--- src/hdl/tdpt_pkg.sv ---
// ----------------------------------------------------------------------------
// Trial division prime test: shared constants
// Widths and verdict codes for the bit-serial trial division unit.
// ----------------------------------------------------------------------------
package tdpt_pkg;

	localparam int VALUE_WIDTH = 32;
	// Largest divisor tried is floor(sqrt(2**(VALUE_WIDTH-1))) + 1
	localparam int DIV_WIDTH   = VALUE_WIDTH / 2 + 1;
	localparam int CNT_WIDTH   = $clog2(VALUE_WIDTH);

	localparam logic [1:0] VERDICT_PRIME     = 2'd0;
	localparam logic [1:0] VERDICT_COMPOSITE = 2'd1;
	localparam logic [1:0] VERDICT_INVALID   = 2'd2;

	typedef logic [VALUE_WIDTH-1:0] value_t;
	typedef logic [DIV_WIDTH-1:0]   divisor_t;

endpackage

--- src/hdl/trial_division_prime_test_unit.sv ---
// ----------------------------------------------------------------------------
// Trial division prime test unit
// Classifies a signed integer as prime, composite or invalid, using a
// bit-serial restoring divider that tries divisors from 2 upward.
// ----------------------------------------------------------------------------
//
//  channel  | handshake            | payload
//  ---------+----------------------+-----------------------------
//  input    | in_valid / in_ready  | value   [VALUE_WIDTH-1:0] signed
//  output   | out_valid / out_ready| verdict [1:0]
//
// Invalid inputs (value <= 1) give a registered result in the cycle after acceptance.
// Otherwise each trial divisor runs through the serial divider, one bit of
// the dividend per cycle, followed by a check state that ends the search
// with a verdict or moves on to the next divisor and reruns the divider.
// One item is in work at a time; in_ready is low while the divider runs or
// while an earlier result waits to be taken. Reset clears all control state.
// ----------------------------------------------------------------------------
module trial_division_prime_test_unit (
	input  logic                             clk,
	input  logic                             arst_n,
	input  logic                             in_valid,
	output logic                             in_ready,
	input  logic signed [tdpt_pkg::VALUE_WIDTH-1:0] value,
	output logic                             out_valid,
	input  logic                             out_ready,
	output logic [1:0]                       verdict
);

	localparam int W  = tdpt_pkg::VALUE_WIDTH;
	localparam int DW = tdpt_pkg::DIV_WIDTH;
	localparam int CW = tdpt_pkg::CNT_WIDTH;

	localparam logic [1:0] ST_IDLE   = 2'd0;
	localparam logic [1:0] ST_DIVIDE = 2'd1;
	localparam logic [1:0] ST_CHECK  = 2'd2;

	logic [1:0]          state_q;
	tdpt_pkg::value_t    num_q;
	tdpt_pkg::value_t    shift_q;
	tdpt_pkg::value_t    quo_q;
	tdpt_pkg::divisor_t  div_q;
	tdpt_pkg::divisor_t  rem_q;
	logic [CW-1:0]       cnt_q;
	logic                out_valid_q;
	logic [1:0]          verdict_q;

	logic                in_fire;
	logic                in_bad;
	logic [DW:0]         trial;
	logic                trial_ge;
	logic [DW:0]         trial_diff;
	logic                div_gt_quo;
	logic                result_load;

	assign in_ready  = (state_q == ST_IDLE) && (!out_valid_q || out_ready);
	assign in_fire   = in_valid && in_ready;
	assign in_bad    = value[W-1] || (value <= $signed(W'(1)));
	assign out_valid = out_valid_q;
	assign verdict   = verdict_q;

	// Present a result on an invalid input or when the search ends
	assign result_load = (in_fire && in_bad) ||
		((state_q == ST_CHECK) && (div_gt_quo || rem_q == '0));

	// One restoring step: bring down the next dividend bit
	assign trial      = {rem_q, shift_q[W-1]};
	assign trial_ge   = trial >= {1'b0, div_q};
	assign trial_diff = trial - {1'b0, div_q};
	assign div_gt_quo = {{(W-DW){1'b0}}, div_q} > quo_q;

	always_ff @(posedge clk or negedge arst_n) begin
		if (!arst_n) begin
			state_q     <= ST_IDLE;
			out_valid_q <= 1'b0;
			cnt_q       <= '0;
			div_q       <= DW'(2);
		end else begin
			if (result_load) begin
				out_valid_q <= 1'b1;
			end else if (out_ready) begin
				out_valid_q <= 1'b0;
			end
			unique case (state_q)
				ST_IDLE: begin
					if (in_fire && !in_bad) begin
						state_q <= ST_DIVIDE;
						cnt_q   <= '0;
						div_q   <= DW'(2);
					end
				end
				ST_DIVIDE: begin
					cnt_q <= cnt_q + CW'(1);
					if (cnt_q == CW'(W - 1)) begin
						state_q <= ST_CHECK;
					end
				end
				ST_CHECK: begin
					if (div_gt_quo || rem_q == '0) begin
						state_q <= ST_IDLE;
					end else begin
						// advance to the next divisor and rerun the divider
						div_q   <= div_q + DW'(1);
						cnt_q   <= '0;
						state_q <= ST_DIVIDE;
					end
				end
				default: begin
					state_q <= ST_IDLE;
				end
			endcase
		end
	end

	// Datapath: no reset needed
	always_ff @(posedge clk) begin
		case (state_q)
			ST_IDLE: begin
				if (in_fire) begin
					num_q   <= value;
					shift_q <= value;
					rem_q   <= '0;
					quo_q   <= '0;
					if (in_bad) begin
						verdict_q <= tdpt_pkg::VERDICT_INVALID;
					end
				end
			end
			ST_DIVIDE: begin
				rem_q   <= trial_ge ? trial_diff[DW-1:0] : trial[DW-1:0];
				quo_q   <= {quo_q[W-2:0], trial_ge};
				shift_q <= {shift_q[W-2:0], 1'b0};
			end
			ST_CHECK: begin
				if (div_gt_quo) begin
					verdict_q <= tdpt_pkg::VERDICT_PRIME;
				end else if (rem_q == '0) begin
					verdict_q <= tdpt_pkg::VERDICT_COMPOSITE;
				end else begin
					shift_q <= num_q;
					rem_q   <= '0;
					quo_q   <= '0;
				end
			end
			default: begin
				rem_q <= rem_q;
			end
		endcase
	end

	a_rem_below_div: assert property (@(posedge clk) disable iff (!arst_n)
		(state_q == ST_DIVIDE) |-> (rem_q < div_q))
		else $error("partial remainder not below divisor");

	a_no_accept_busy: assert property (@(posedge clk) disable iff (!arst_n)
		(state_q != ST_IDLE) |-> !in_ready)
		else $error("input ready while division runs");

	a_div_at_least_two: assert property (@(posedge clk) disable iff (!arst_n)
		(state_q != ST_IDLE) |-> (div_q >= DW'(2)))
		else $error("trial divisor below two");

	a_prime_reported: assert property (@(posedge clk) disable iff (!arst_n)
		(state_q == ST_CHECK && div_gt_quo) |=>
			(out_valid_q && verdict_q == tdpt_pkg::VERDICT_PRIME))
		else $error("prime verdict not presented");

endmodule

--- config.mk ---
export PLATFORM = sky130hd
export DESIGN_NAME = trial_division_prime_test_unit
export DESIGN_NICKNAME = d
export VERILOG_FILES = /design/src/hdl/tdpt_pkg.sv /design/src/hdl/trial_division_prime_test_unit.sv
export SDC_FILE = /design/constraint.sdc
export NUM_CORES = 1
export LEC_CHECK = 0
export ABC_CLOCK_PERIOD_IN_PS = 4900
export BUFFER_PORTS_ARGS = -buffer_cell sky130_fd_sc_hd__buf_2
export CORE_MARGIN = 4
export CORE_UTILIZATION = 50
export CTS_CLUSTER_SIZE = 28
export DETAILED_ROUTE_END_ITERATION = 12
export PLACE_DENSITY = 0.73
export SLEW_MARGIN = 20
export SYNTH_ARGS = -nofsm -noshare
export SYNTH_HDL_FRONTEND = slang
export SYNTH_SLANG_ARGS = --single-unit
export TNS_END_PERCENT = 1
--- constraint.sdc ---
create_clock -name clk -period 4.9 [get_ports clk]
set_input_delay 0.245 -clock clk [delete_from_list [all_inputs] [get_ports clk]]
set_output_delay 0.245 -clock clk [all_outputs]
set_load 0.02 [all_outputs]
==> flow_summary.ini <==
[global_route]
grt_overflow = 0
antenna_found_initial = 0
grt_max_degree = 65
grt_first_pass_wirelength_um = 28900
grt_usage_pct = 21.71
grt_pass1_vias = 5651

[clock_network]
cts_tree = built
clk_pin_slew_worst_paths_ps = 70
cts_hold_buffers = 2
htreeDepth = 4
clock-sinks = 140
cts_buffers = 17
clk_latency_ps = 420
cts_root_buffer = clkbuf_16
ctsLongestPathBuffers = 2
cts-resized-gates = 0
post-cts-setup-buffers = 0

[die]
fp.dieH_um = 130.9
initial_core_util_pct = 51.60
io-pin-count = 40
core_um2 = 14640
die-area_um2 = 17140
rows = 44
die_w_um = 130.9

[synthesis]
synthArstFlopShare_pct = 17.86
synth-main-ff-cell = edfxtp_1
synth_top_cell_area_share_pct = 45.70
synth-edff-count = 115
ys_seq_area_share_pct = 54.00
syn_area_per_cell_um2 = 11.01
synth_seq_cells = 140
synth.distinct_cells = 76
synth_fp_nets = 764
syn_inst = 686
synthTopCellsByArea = edfxtp_1 46%, dfrtp_1 7.9%, ha_1 6.8%, nor2_1 4.2%, a21oi_1 3.8%
synth_top_cell_by_area = edfxtp_1
synth_area_um2 = 7556
ys_warn_count = 0

[timing]
skew_ps = 8.952
fin_setup_tns_ps = 0
setup_viol = 0
whs_ps = 25.21
final_max_slew_viol_count = 0
min_period_ps = 3535
period_share_pct = 72.13
rsz0062_at_grt = false
fmax_ghz = 0.2829
hold_viol_final = 0
tightestPinTransition_ps = 1126
maxSlewHeadroom_pct = 24.95

[min_path]
hold_path_class = in -> reg

[routing]
avgViaCountPerCell = 6.153
drt_first_pass_iters = 7
wirelength_um = 17450
dr.first_iter.drc_count = 489
drc = 0
vias = 5661
antenna_left = 0
wire_per_inst_um = 18.97

[pwr]
p_leak_nw = 3.350
fin_total_pwr_mw = 2.950
power_density_nw_per_um2 = 344.8
ir_drop_uv = 245.5

[outcome]
status = finished, final reports clean

[final_layout]
num-fill-cells = 1180
syn_to_final_growth_pct = 13.21
n_antenna_cell = 0
drive_above_1_share_pct = 13.18
layout.nets = 801

[setup_path]
crit_type = reg -> reg
crit_path_max_incr_delay_ps = 760
endpoint_kind = register
arrival_ps = 3650
cpLargestDelayFamily = simple AND/OR/NAND/NOR gates
crit_required_ps = 5010
crit_fanout = 43
path_buf_inv = 1
cp_slowest_cell = and3b_4
path_cells = ha_1, nand4_1, nor4_1, a311oi_1, o31a_1, o21ai_2, and3b_4, buf_12
start_kind = register

[run]
maxCapViolations = 0

[place]
place_hpwl_um = 11650
port_buffers = 39
gp_congestion = 0.8694
worst paths after layout:
check	start	end	slack, ps	cells after the start
min in group asynchronous	arst_n	div_q[10]$_DFFE_PN0P_	410	2
max in group asynchronous	arst_n	div_q[4]$_DFFE_PN0P_	4080	2
setup reg to reg	div_q[13]$_DFFE_PN0P_	shift_q[14]$_DFFE_PP_	1370	8
hold / removal	value[17]	num_q[17]$_DFFE_PP_	30	1
hold reg to reg	cnt_q[4]$_DFFE_PN0P_	cnt_q[4]$_DFFE_PN0P_	530	2
setup / recovery	div_q[13]$_DFFE_PN0P_	shift_q[14]$_DFFE_PP_	1370	8
layout by cell type, fill, tap and decap left out, types with 8 or more instances in the layout:
| cell | count |
|---|---|
| edfxtp_1 | 115 |
| a22oi_1 | 33 |
| nand2_1 | 27 |
| nor4_1 | 20 |
| buf_2 | 39 |
| ha_1 | 39 |
| xnor2_1 | 8 |
| clkbuf_16 | 17 |
| nand3_1 | 20 |
| a21oi_1 | 57 |
| a31oi_1 | 9 |
| dfrtp_1 | 24 |
| mux2i_1 | 11 |
| and2_1 | 19 |
| inv_1 | 45 |
| nor3_1 | 12 |
| nor2_1 | 85 |
| o21ai_0 | 9 |
metal layers:
layer	wire [um]	GRT usage, %	vias up
met1	7645	28.51	2793
li1	-	-	2666
met5	0	0	-
met2	8604	35.30	178
met3	904	5.407	24
met4	295	7.562	0
power by group:
group	internal [mW]	total [mW]	switching [mW]
sequential	1.34	1.35	0.0160
clock	0.820	1.36	0.545
combinational	0.0789	0.231	0.152
total	2.24	2.95	0.712
through the flow:
stage                     std cells  util [%]  setup WS [ps]  area, um^2
after floorplan                 686         -          655.5        7556
after global placement          886     54.02           1589        7910
after detailed placement        886     54.02           1421        7910
after CTS                       920     58.42           1403        8554
after global routing            920     58.42           1113        8554
final                           920     58.42           1365        8554
sequential cells by signal, indices dropped and copies added (netlist names):
name and count:
cnt_q 5, div_q 17, num_q 32, out_valid 1, quo_q 32, rem_q 17, shift_q 32, state_q 2
verdict 2
cells in the mapped netlist, drive strengths merged (4+ instances only):
master	n
a211oi	4
a21o	7
a21oi	58
a22oi	33
a311oi	4
a31oi	11
and2	19
and3	7
buf	11
clkbuf	16
dfrtp	24
edfxtp	115
ha	41
inv	47
mux2i	11
nand2	30
nand2b	7
nand3	20
nand4	7
nor2	85
nor2b	4
nor3	12
nor4	22
o21a	5
o21ai	17
o31ai	4
or3	6
xnor2	8
final cells by class:
cell class	count	area [um^2]	share of cell area, %
Timing Repair Buffer	45	257.7	3.013
Sequential cell	140	4080	47.70
Tap cell	184	230.2	2.691
Multi-Input combinational cell	472	3186	37.24
Clock buffer	17	425.4	4.973
Clock inverter	15	198.9	2.326
Inverter	47	176.4	2.062
kinds of logic after synthesis:
family                   synth area share [%]
buffers and inverters                   3.958
flip-flops                              54.00
AND/OR/NAND/NOR                         15.96
AO/OA/AOI/OAI                           16.34
multiplexers                            1.755
XOR/XNOR                               0.9273
adder cells (fa/ha/maj)                 7.054
worst reg2reg max path: stages, from the launching register on:
cell,delay [ps]
dfrtp_1,430
ha_1,320
nand4_1,170
nor4_1,450
a311oi_1,270
o31a_1,230
o21ai_2,260
and3b_4,760
buf_12,330
No activity file was read; power rests on OpenSTA's default activity.
